<file path="src/rtl/rcpd_pkg.sv">
// ----------------------------------------------------------------------------
// rcpd_pkg
// Shared types and constants for the RC pulse decoder with centre deadzone.
// ----------------------------------------------------------------------------
package rcpd_pkg;

    localparam int COUNTER_BITS_DEF  = 32;
    localparam int OUT_FRAC_BITS_DEF = 14;

    localparam int CFG_IDX_W  = 2;
    localparam int CFG_DATA_W = 32;
    localparam int WIDTH_W    = 16;
    localparam int CMD_W      = 16;
    localparam int TIMEOUT_W  = 32;

    localparam logic [15:0] PULSE_MIN_RST = 16'd1000;
    localparam logic [15:0] PULSE_MAX_RST = 16'd2000;
    localparam logic [14:0] DEADZONE_RST  = 15'd50;
    localparam logic [31:0] TIMEOUT_RST   = 32'd50000;

    typedef enum logic [CFG_IDX_W-1:0] {
        REG_PULSE_MIN = 2'd0,
        REG_PULSE_MAX = 2'd1,
        REG_DEADZONE  = 2'd2,
        REG_TIMEOUT   = 2'd3
    } t_cfg_reg;

    typedef struct packed {
        logic [15:0] pulse_min;
        logic [15:0] pulse_max;
        logic [14:0] deadzone;
    } t_map_cfg;

    typedef struct packed {
        logic               start;
        logic               ack;
        logic [WIDTH_W-1:0] width;
    } t_lane_ctl;

    typedef struct packed {
        logic             done;
        logic [CMD_W-1:0] cmd;
    } t_lane_stat;

endpackage

</file>
<file path="src/rtl/rcpd_lane.sv">
// ----------------------------------------------------------------------------
// rcpd_lane
// One channel of the width-to-command mapping: deadzone classification and a
// bit-serial restoring divider giving a signed Q1.F command.
// ----------------------------------------------------------------------------
module rcpd_lane #(
    parameter int OUT_FRAC_BITS = rcpd_pkg::OUT_FRAC_BITS_DEF
) (
    input  logic                 i_clk,
    input  logic                 i_rst_n,
    input  rcpd_pkg::t_map_cfg   i_cfg,
    input  rcpd_pkg::t_lane_ctl  i_ctl,
    output rcpd_pkg::t_lane_stat o_stat
);

    localparam int RW = OUT_FRAC_BITS + 2;
    localparam int CW = $clog2(OUT_FRAC_BITS + 1);
    localparam logic signed [RW-1:0] ONE_Q = RW'(64'd1 << OUT_FRAC_BITS);

    typedef enum logic [2:0] {
        S_IDLE = 3'b001,
        S_DIV  = 3'b010,
        S_DONE = 3'b100
    } t_lane_state;

    t_lane_state r_state, n_state;
    logic [15:0]              r_rem, n_rem;
    logic [15:0]              r_div, n_div;
    logic [OUT_FRAC_BITS-1:0] r_quo, n_quo;
    logic [CW-1:0]            r_cnt, n_cnt;
    logic                     r_neg, n_neg;
    logic [15:0]              r_cmd, n_cmd;

    logic signed [18:0] s_x2, s_mean2, s_dz2, s_lo2, s_span, s_up_num, s_dn_num;
    logic               s_up, s_dn, s_divide;
    logic signed [RW-1:0] s_bypass, s_res;
    logic signed [31:0]   s_bypass_ext, s_res_ext;
    logic [16:0]          s_rem_sh;
    logic                 s_ge;

    // classification of a new width against the deadzone
    always_comb begin
        s_x2     = signed'({2'b00, i_ctl.width, 1'b0});
        s_lo2    = signed'({2'b00, i_cfg.pulse_min, 1'b0});
        s_mean2  = signed'({3'b000, i_cfg.pulse_min}) + signed'({3'b000, i_cfg.pulse_max});
        s_dz2    = signed'({3'b000, i_cfg.deadzone, 1'b0});
        s_span   = signed'({3'b000, i_cfg.pulse_max}) - signed'({3'b000, i_cfg.pulse_min})
                   - s_dz2;
        s_up_num = s_x2 - s_mean2 - s_dz2;
        s_dn_num = s_x2 - s_lo2;
        s_up     = s_x2 > (s_mean2 + s_dz2);
        s_dn     = s_x2 < (s_mean2 - s_dz2);
        s_divide = 1'b0;
        s_bypass = '0;
        if (s_up) begin
            if (s_span <= 0 || s_up_num >= s_span) begin
                s_bypass = ONE_Q;
            end else begin
                s_divide = 1'b1;
            end
        end else if (s_dn) begin
            if (s_span <= 0 || i_ctl.width <= i_cfg.pulse_min) begin
                s_bypass = -ONE_Q;
            end else begin
                s_divide = 1'b1;
            end
        end
        s_bypass_ext = 32'(s_bypass);
    end

    // one quotient bit per cycle; numerator is below the divisor, so the
    // quotient never exceeds F bits
    always_comb begin
        s_rem_sh  = {r_rem, 1'b0};
        s_ge      = s_rem_sh >= {1'b0, r_div};
        s_res     = r_neg ? signed'({2'b00, r_quo}) - ONE_Q : signed'({2'b00, r_quo});
        s_res_ext = 32'(s_res);
    end

    always_comb begin
        n_state = r_state;
        n_rem   = r_rem;
        n_div   = r_div;
        n_quo   = r_quo;
        n_cnt   = r_cnt;
        n_neg   = r_neg;
        n_cmd   = r_cmd;
        case (r_state)
            S_IDLE: begin
                if (i_ctl.start) begin
                    n_rem = s_up ? s_up_num[15:0] : s_dn_num[15:0];
                    n_div = s_span[15:0];
                    n_neg = s_dn;
                    n_quo = '0;
                    n_cnt = CW'(OUT_FRAC_BITS);
                    n_cmd = s_bypass_ext[15:0];
                    n_state = s_divide ? S_DIV : S_DONE;
                end
            end
            S_DIV: begin
                if (r_cnt == '0) begin
                    n_cmd   = s_res_ext[15:0];
                    n_state = S_DONE;
                end else begin
                    n_rem = s_ge ? 16'(s_rem_sh - {1'b0, r_div}) : s_rem_sh[15:0];
                    n_quo = {r_quo[OUT_FRAC_BITS-2:0], s_ge};
                    n_cnt = r_cnt - CW'(1);
                end
            end
            S_DONE: begin
                if (i_ctl.ack) begin
                    n_state = S_IDLE;
                end
            end
            default: begin
                n_state = S_IDLE;
            end
        endcase
    end

    always_ff @(posedge i_clk) begin
        if (!i_rst_n) begin
            r_state <= S_IDLE;
        end else begin
            r_state <= n_state;
        end
    end

    always_ff @(posedge i_clk) begin
        r_rem <= n_rem;
        r_div <= n_div;
        r_quo <= n_quo;
        r_cnt <= n_cnt;
        r_neg <= n_neg;
        r_cmd <= n_cmd;
    end

    assign o_stat.done = (r_state == S_DONE);
    assign o_stat.cmd  = r_cmd;

endmodule

</file>
<file path="src/rtl/rc_pulse_decoder_deadzone_core.sv">
// Flow: a width that needs division passes lane states S_IDLE, S_DIV and
//   S_DONE, then the output register; deadzone and clamped widths skip S_DIV.
// Handshake: the input stalls until both lane results are merged into the
//   output register; each lane holds a bit-serial restoring divider (one quotient bit a cycle).
// Reset: synchronous, active low; counters, timestamps, widths and levels
//   clear, configuration returns to 1000 / 2000 / 50 / 50000.
// ----------------------------------------------------------------------------
// rc_pulse_decoder_deadzone_core
// RC pulse width receiver: edge timestamps, width capture, two mapping lanes
// for steering and throttle, and a merge stage with the mode timeout flag.
// ----------------------------------------------------------------------------
module rc_pulse_decoder_deadzone_core #(
    parameter int COUNTER_BITS  = rcpd_pkg::COUNTER_BITS_DEF,
    parameter int OUT_FRAC_BITS = rcpd_pkg::OUT_FRAC_BITS_DEF
) (
    input  logic                               i_clk,
    input  logic                               i_rst_n,
    input  logic                               i_cfg_we,
    input  logic [rcpd_pkg::CFG_IDX_W-1:0]     i_cfg_idx,
    input  logic [rcpd_pkg::CFG_DATA_W-1:0]    i_cfg_data,
    input  logic                               i_in_valid,
    output logic                               o_in_stall,
    input  logic                               i_steering_level,
    input  logic                               i_throttle_level,
    input  logic                               i_mode_level,
    output logic                               o_out_valid,
    input  logic                               i_out_stall,
    output logic signed [rcpd_pkg::CMD_W-1:0]  o_steering_cmd,
    output logic signed [rcpd_pkg::CMD_W-1:0]  o_throttle_cmd,
    output logic                               o_auto_mode
);

    localparam int CB   = COUNTER_BITS;
    localparam int CMPW = (COUNTER_BITS > 32) ? COUNTER_BITS : 32;
    localparam logic [CB-1:0] SAT_MAX = CB'(32'h0000_FFFF);

    rcpd_pkg::t_map_cfg r_map_cfg;
    logic [rcpd_pkg::TIMEOUT_W-1:0] r_timeout;

    logic [CB-1:0] r_tick, r_steer_rise, r_thr_rise, r_mode_rise;
    logic [CB-1:0] n_steer_rise, n_thr_rise, n_mode_rise;
    logic [15:0]   r_steer_w, r_thr_w, n_steer_w, n_thr_w;
    logic [2:0]    r_prev, s_lv, s_rise, s_fall;
    logic [CB-1:0] s_steer_age, s_thr_age, s_mode_age;
    logic          s_auto;

    logic r_busy, r_auto;
    logic r_out_valid, r_out_auto;
    logic [15:0] r_out_steer, r_out_thr;

    logic s_in_acc, s_load;
    rcpd_pkg::t_lane_ctl  s_steer_ctl, s_thr_ctl;
    rcpd_pkg::t_lane_stat s_steer_stat, s_thr_stat;

    assign s_in_acc = i_in_valid && !r_busy;
    assign s_load   = s_steer_stat.done && s_thr_stat.done && (!r_out_valid || !i_out_stall);

    // configuration
    always_ff @(posedge i_clk) begin
        if (!i_rst_n) begin
            r_map_cfg.pulse_min <= rcpd_pkg::PULSE_MIN_RST;
            r_map_cfg.pulse_max <= rcpd_pkg::PULSE_MAX_RST;
            r_map_cfg.deadzone  <= rcpd_pkg::DEADZONE_RST;
            r_timeout           <= rcpd_pkg::TIMEOUT_RST;
        end else if (i_cfg_we) begin
            case (rcpd_pkg::t_cfg_reg'(i_cfg_idx))
                rcpd_pkg::REG_PULSE_MIN: r_map_cfg.pulse_min <= i_cfg_data[15:0];
                rcpd_pkg::REG_PULSE_MAX: r_map_cfg.pulse_max <= i_cfg_data[15:0];
                rcpd_pkg::REG_DEADZONE:  r_map_cfg.deadzone  <= i_cfg_data[14:0];
                rcpd_pkg::REG_TIMEOUT:   r_timeout           <= i_cfg_data[31:0];
                default: ;
            endcase
        end
    end

    // edge detection and width capture for the current tick
    always_comb begin
        s_lv        = {i_mode_level, i_throttle_level, i_steering_level};
        s_rise      = s_lv & ~r_prev;
        s_fall      = r_prev & ~s_lv;
        s_steer_age = r_tick - r_steer_rise;
        s_thr_age   = r_tick - r_thr_rise;

        n_steer_rise = s_rise[0] ? r_tick : r_steer_rise;
        n_thr_rise   = s_rise[1] ? r_tick : r_thr_rise;
        n_mode_rise  = s_rise[2] ? r_tick : r_mode_rise;

        n_steer_w = r_steer_w;
        if (!s_rise[0] && s_fall[0]) begin
            n_steer_w = (s_steer_age > SAT_MAX) ? 16'hFFFF : s_steer_age[15:0];
        end
        n_thr_w = r_thr_w;
        if (!s_rise[1] && s_fall[1]) begin
            n_thr_w = (s_thr_age > SAT_MAX) ? 16'hFFFF : s_thr_age[15:0];
        end

        s_mode_age = r_tick - n_mode_rise;
        s_auto     = CMPW'(s_mode_age) > CMPW'(r_timeout);
    end

    always_ff @(posedge i_clk) begin
        if (!i_rst_n) begin
            r_tick       <= '0;
            r_steer_rise <= '0;
            r_thr_rise   <= '0;
            r_mode_rise  <= '0;
            r_steer_w    <= '0;
            r_thr_w      <= '0;
            r_prev       <= '0;
        end else if (s_in_acc) begin
            r_tick       <= r_tick + CB'(1);
            r_steer_rise <= n_steer_rise;
            r_thr_rise   <= n_thr_rise;
            r_mode_rise  <= n_mode_rise;
            r_steer_w    <= n_steer_w;
            r_thr_w      <= n_thr_w;
            r_prev       <= s_lv;
        end
    end

    assign s_steer_ctl.start = s_in_acc;
    assign s_steer_ctl.ack   = s_load;
    assign s_steer_ctl.width = n_steer_w;
    assign s_thr_ctl.start   = s_in_acc;
    assign s_thr_ctl.ack     = s_load;
    assign s_thr_ctl.width   = n_thr_w;

    rcpd_lane #(
        .OUT_FRAC_BITS (OUT_FRAC_BITS)
    ) u_lane_steer (
        .i_clk   (i_clk),
        .i_rst_n (i_rst_n),
        .i_cfg   (r_map_cfg),
        .i_ctl   (s_steer_ctl),
        .o_stat  (s_steer_stat)
    );

    rcpd_lane #(
        .OUT_FRAC_BITS (OUT_FRAC_BITS)
    ) u_lane_thr (
        .i_clk   (i_clk),
        .i_rst_n (i_rst_n),
        .i_cfg   (r_map_cfg),
        .i_ctl   (s_thr_ctl),
        .o_stat  (s_thr_stat)
    );

    // merge: both lanes finished and the output register free
    always_ff @(posedge i_clk) begin
        if (!i_rst_n) begin
            r_busy      <= 1'b0;
            r_out_valid <= 1'b0;
        end else begin
            if (s_in_acc) begin
                r_busy <= 1'b1;
            end else if (s_load) begin
                r_busy <= 1'b0;
            end
            if (s_load) begin
                r_out_valid <= 1'b1;
            end else if (!i_out_stall) begin
                r_out_valid <= 1'b0;
            end
        end
    end

    always_ff @(posedge i_clk) begin
        if (s_in_acc) begin
            r_auto <= s_auto;
        end
        if (s_load) begin
            r_out_steer <= s_steer_stat.cmd;
            r_out_thr   <= s_thr_stat.cmd;
            r_out_auto  <= r_auto;
        end
    end

    assign o_in_stall     = r_busy;
    assign o_out_valid    = r_out_valid;
    assign o_steering_cmd = signed'(r_out_steer);
    assign o_throttle_cmd = signed'(r_out_thr);
    assign o_auto_mode    = r_out_auto;

endmodule

</file>
<file path="config.mk">
export PLATFORM = sky130hd
export DESIGN_NAME = rc_pulse_decoder_deadzone_core
export DESIGN_NICKNAME = d
export VERILOG_FILES = /design/src/rtl/rcpd_pkg.sv /design/src/rtl/rcpd_lane.sv /design/src/rtl/rc_pulse_decoder_deadzone_core.sv
export SDC_FILE = /design/constraint.sdc
export NUM_CORES = 2
export LEC_CHECK = 0
export ABC_CLOCK_PERIOD_IN_PS = 8500
export BUFFER_PORTS_ARGS = -buffer_cell sky130_fd_sc_hd__buf_2
export CAP_MARGIN = 25
export CORE_ASPECT_RATIO = 1.4
export CORE_MARGIN = 4
export CORE_UTILIZATION = 58
export DETAILED_ROUTE_END_ITERATION = 8
export GPL_TIMING_DRIVEN = 0
export MAX_ROUTING_LAYER = met4
export PLACE_DENSITY = 0.9
export SYNTH_ARGS = -nofsm -noshare
export SYNTH_HDL_FRONTEND = slang
export SYNTH_SLANG_ARGS = --single-unit
</file>
<file path="constraint.sdc">
create_clock -name i_clk -period 8.5 [get_ports i_clk]
set_input_delay 0.85 -clock i_clk [delete_from_list [all_inputs] [get_ports i_clk]]
set_output_delay 0.85 -clock i_clk [all_outputs]
set_load 0.02 [all_outputs]
</file>
==> impl_results.md <==
- DR WL/cell: 21.5 um
- Static Leak: 15.8 nW
- Initial Util: 0.588
- Final Max Slew Viols: 0
- Class of the most critical setup path: reg -> reg
- Vias/cell: 6.20
- H-tree depth: 2
- Die X: 210 um
- GRT Total Usage: 0.344
- Final-stage net count: 4721
- CP startpoint kind: flop
- Share of layout cells above drive strength 1: 0.0901
- Total clock sinks: 418
- Syn Inst Count: 4054
- Syn_area_per_cell: 8.21 um^2
- Status: complete, but fails checks
- Post-route minimum period: 8.94 ns
- RSZ-0062 raised after global routing: true
- Register area share after synthesis: 0.302
- Grt ovf: 0
- CP max stage delay: 0.54 ns
- Yosys top cell area share: 0.162
- Async S/R FF share, synth: 0
- Number of distinct library cells after synthesis: 88
- Antenna-violating nets left: 0
- CP Data Required Time: 8.97 ns
- First-pass iteration count of the detailed router: 6
- Most common cell in the synthesized netlist: nand2_1
- Global-route wire length before repair: 163000 um
- Syn_nets: 4542
- Synth area leaders: ha_1 16%, edfxtp_1 15%, dfxtp_1 15%
- Setup violators final: 5
- Final Core Density: 0.658
- Yosys top cell by area: ha_1
- CP max stage cell: or4b_4
- CP Data Arrival Time: 9.42 ns
- Final WS setup: -0.442 ns
- Synth top cells by count: 453 x nand2_1, 430 x ha_1, 414 x a21oi_1
- Failing checks: setup timing
- CP Capture Type: flop
- Cell family with most CP delay: compound AO/OA/AOI/OAI gates
- TritonCTS clock tree: done
- Clk_lat worst skew: 0.61 ns
- Crit share post-route: 1.05
- Initial antenna violation count: 2
- Max-Cap Viols: 0
- Largest net degree at the start of global routing: 30
- Num CTS Buffers: 41
- Clk buf depth: 3
- P per Cell Area: 206 nW/um^2
- Pre-CTS setup slack: -2.06 ns
- Crit path top cell by count: a21oi_2
- Area growth, synth to finish: 11.8%
- Final hold vios: 0
- Flip-flop and latch area: 10100 um^2
- WP buf/inv: 3
- Post-DP HPWL: 82800 um
- Die height: 291 um
- Number of fill cells: 4595
- Synth Register Bits: 418
- Area of the die: 61300 um^2
- Number of flops mapped to enable cells by yosys: 168
- Worst Skew: 0.0510 ns
- Hold Path Class: reg -> reg
- F_max: 112 MHz
- WL final: 107000 um
- Slew headroom: 0.284
- Placer congestion estimate: 1.07
- Reg clk slew, reported paths: 0.07 ns
- Cell Rows: 103
- # port buffers: 75
- Synth Warn #: 0
- Multi-input gate area: 22200 um^2
- Setup TNS: -1.34 ns
- Power Total: 0.00768 W
- Routed via count: 31.0k
- IO Pins: 77
- Crit Path Max Fanout: 8
- Core Area: 56600 um^2
- Prevailing post-synth register cell: dfxtp_1
- CTS root buffer: clkbuf_16
- DRC violations left: 0
- DR iter-0 viols: 2481
- Vias in the first global route: 30.5k
- Slew @ Worst Pin: 1.07 ns
- Mapped cell area: 33300 um^2
- Max IR drop VDD: 0.168 mV
-- flip-flops by register name, indices dropped and copies added, names as in the netlist, 4 cells and up, named ones only --
signal and count:
r_mode_rise 32, u_lane_thr.r_div 16, u_lane_steer.r_quo 14, u_lane_thr.r_quo 14
u_lane_thr.r_cnt 4, o_steering_cmd 16, u_lane_steer.r_cmd 16, r_thr_w 12
r_tick 32, u_lane_steer.r_rem 16, o_throttle_cmd 16, r_thr_rise 32
u_lane_thr.r_cmd 16, r_timeout 32, u_lane_thr.r_rem 16, r_steer_rise 32
u_lane_steer.r_cnt 4, u_lane_steer.r_div 16, r_map_cfg 47, r_steer_w 12
-- per-stage QoR --
stage	area, um^2	hold slack [ns]	instances
after floorplan	33300	0.400	4054
after global placement	34600	0.402	4864
after detailed placement	34700	0.405	4871
after CTS	36800	0.419	4980
after global routing	37200	0.424	5001
final	37200	0.417	5001
-- power breakdown --
part           switching [W]  internal [W]  leakage [nW]
sequential         0.0000613       0.00227          3.61
combinational        0.00215       0.00138          11.5
clock               0.000827      0.000994         0.659
-- metal layers --
metal	track usage	vias up	part of all wire	wire, um
met5	-	-	0	0
met4	0.313	0	0.12	13000
met3	0.0502	595	0.061	6580
met2	0.575	1362	0.48	51200
met1	0.344	14355	0.34	36800
li1	-	14719	-	-
-- placed cells by master (no fill, tap or decap), types with 41 or more instances in the layout --
| master | count |
|---|---|
| nand3_1 | 72 |
| buf_4 | 56 |
| ha_1 | 418 |
| o21bai_1 | 55 |
| o21a_1 | 41 |
| xnor2_1 | 142 |
| xor2_1 | 90 |
| edfxtp_1 | 168 |
| clkbuf_1 | 144 |
| nor2_1 | 383 |
| a21o_1 | 76 |
| nand2_1 | 451 |
| a211oi_1 | 72 |
| o21ai_0 | 186 |
| clkbuf_16 | 42 |
| a21oi_1 | 377 |
| and2_1 | 43 |
| inv_1 | 316 |
| mux2i_1 | 61 |
| dfxtp_1 | 226 |
| buf_2 | 78 |
| nor2b_1 | 73 |
| nand4_1 | 54 |
| nand2b_1 | 56 |
| nor3_1 | 49 |
-- path summary, 6_finish.rpt --
| path | startpoint | end | slack (ns) | cells after the start |
|---|---|---|---|---|
| worst max-delay path | r_tick[7] | u_lane_steer.r_state[1] | -0.44 | 41 |
| worst min-delay path | u_lane_steer.r_cmd[4] | o_steering_cmd[4] | 0.42 | 0 |
| worst max register to register | r_tick[7] | u_lane_steer.r_state[1] | -0.44 | 41 |
| worst min register to register | u_lane_steer.r_cmd[4] | o_steering_cmd[4] | 0.42 | 0 |
-- repair_timing --
action                                  in CTS  in global routing
endpoints found under the setup margin      13                  7
pin swaps                                   58                 80
hold endpoints to repair                     0                  0
gates resized for setup                    128                 64
setup buffers                               35                 18
hold buffers                                 0                  0
-- final cells by class --
cell class              instances  area share
multi-input cells            3175       0.597
flip-flops and latches        418       0.271
inverters                     317      0.0321
well taps                     735      0.0247
plain buffers                 143      0.0150
clock inverters                17     0.00437
clock buffers                  57      0.0311
repair buffers                137      0.0244
diodes                          2    0.000135
-- cells by family (layout without fill, tap and decap cells) --
logic type / after synthesis / in the layout / share of synthesized area
adders and majority gates: 446 / 446 / 0.171
AOI/OAI and AO/OA: 1086 / 1086 / 0.202
and+or+nand+nor: 1330 / 1330 / 0.187
buffers and inverters: 461 / 671 / 0.0525
muxes: 71 / 71 / 0.0217
other: 0 / 2 / 0
xor gates and xnor gates: 242 / 242 / 0.0637
DFF: 418 / 418 / 0.302
(Power assumes the default switching activity.)
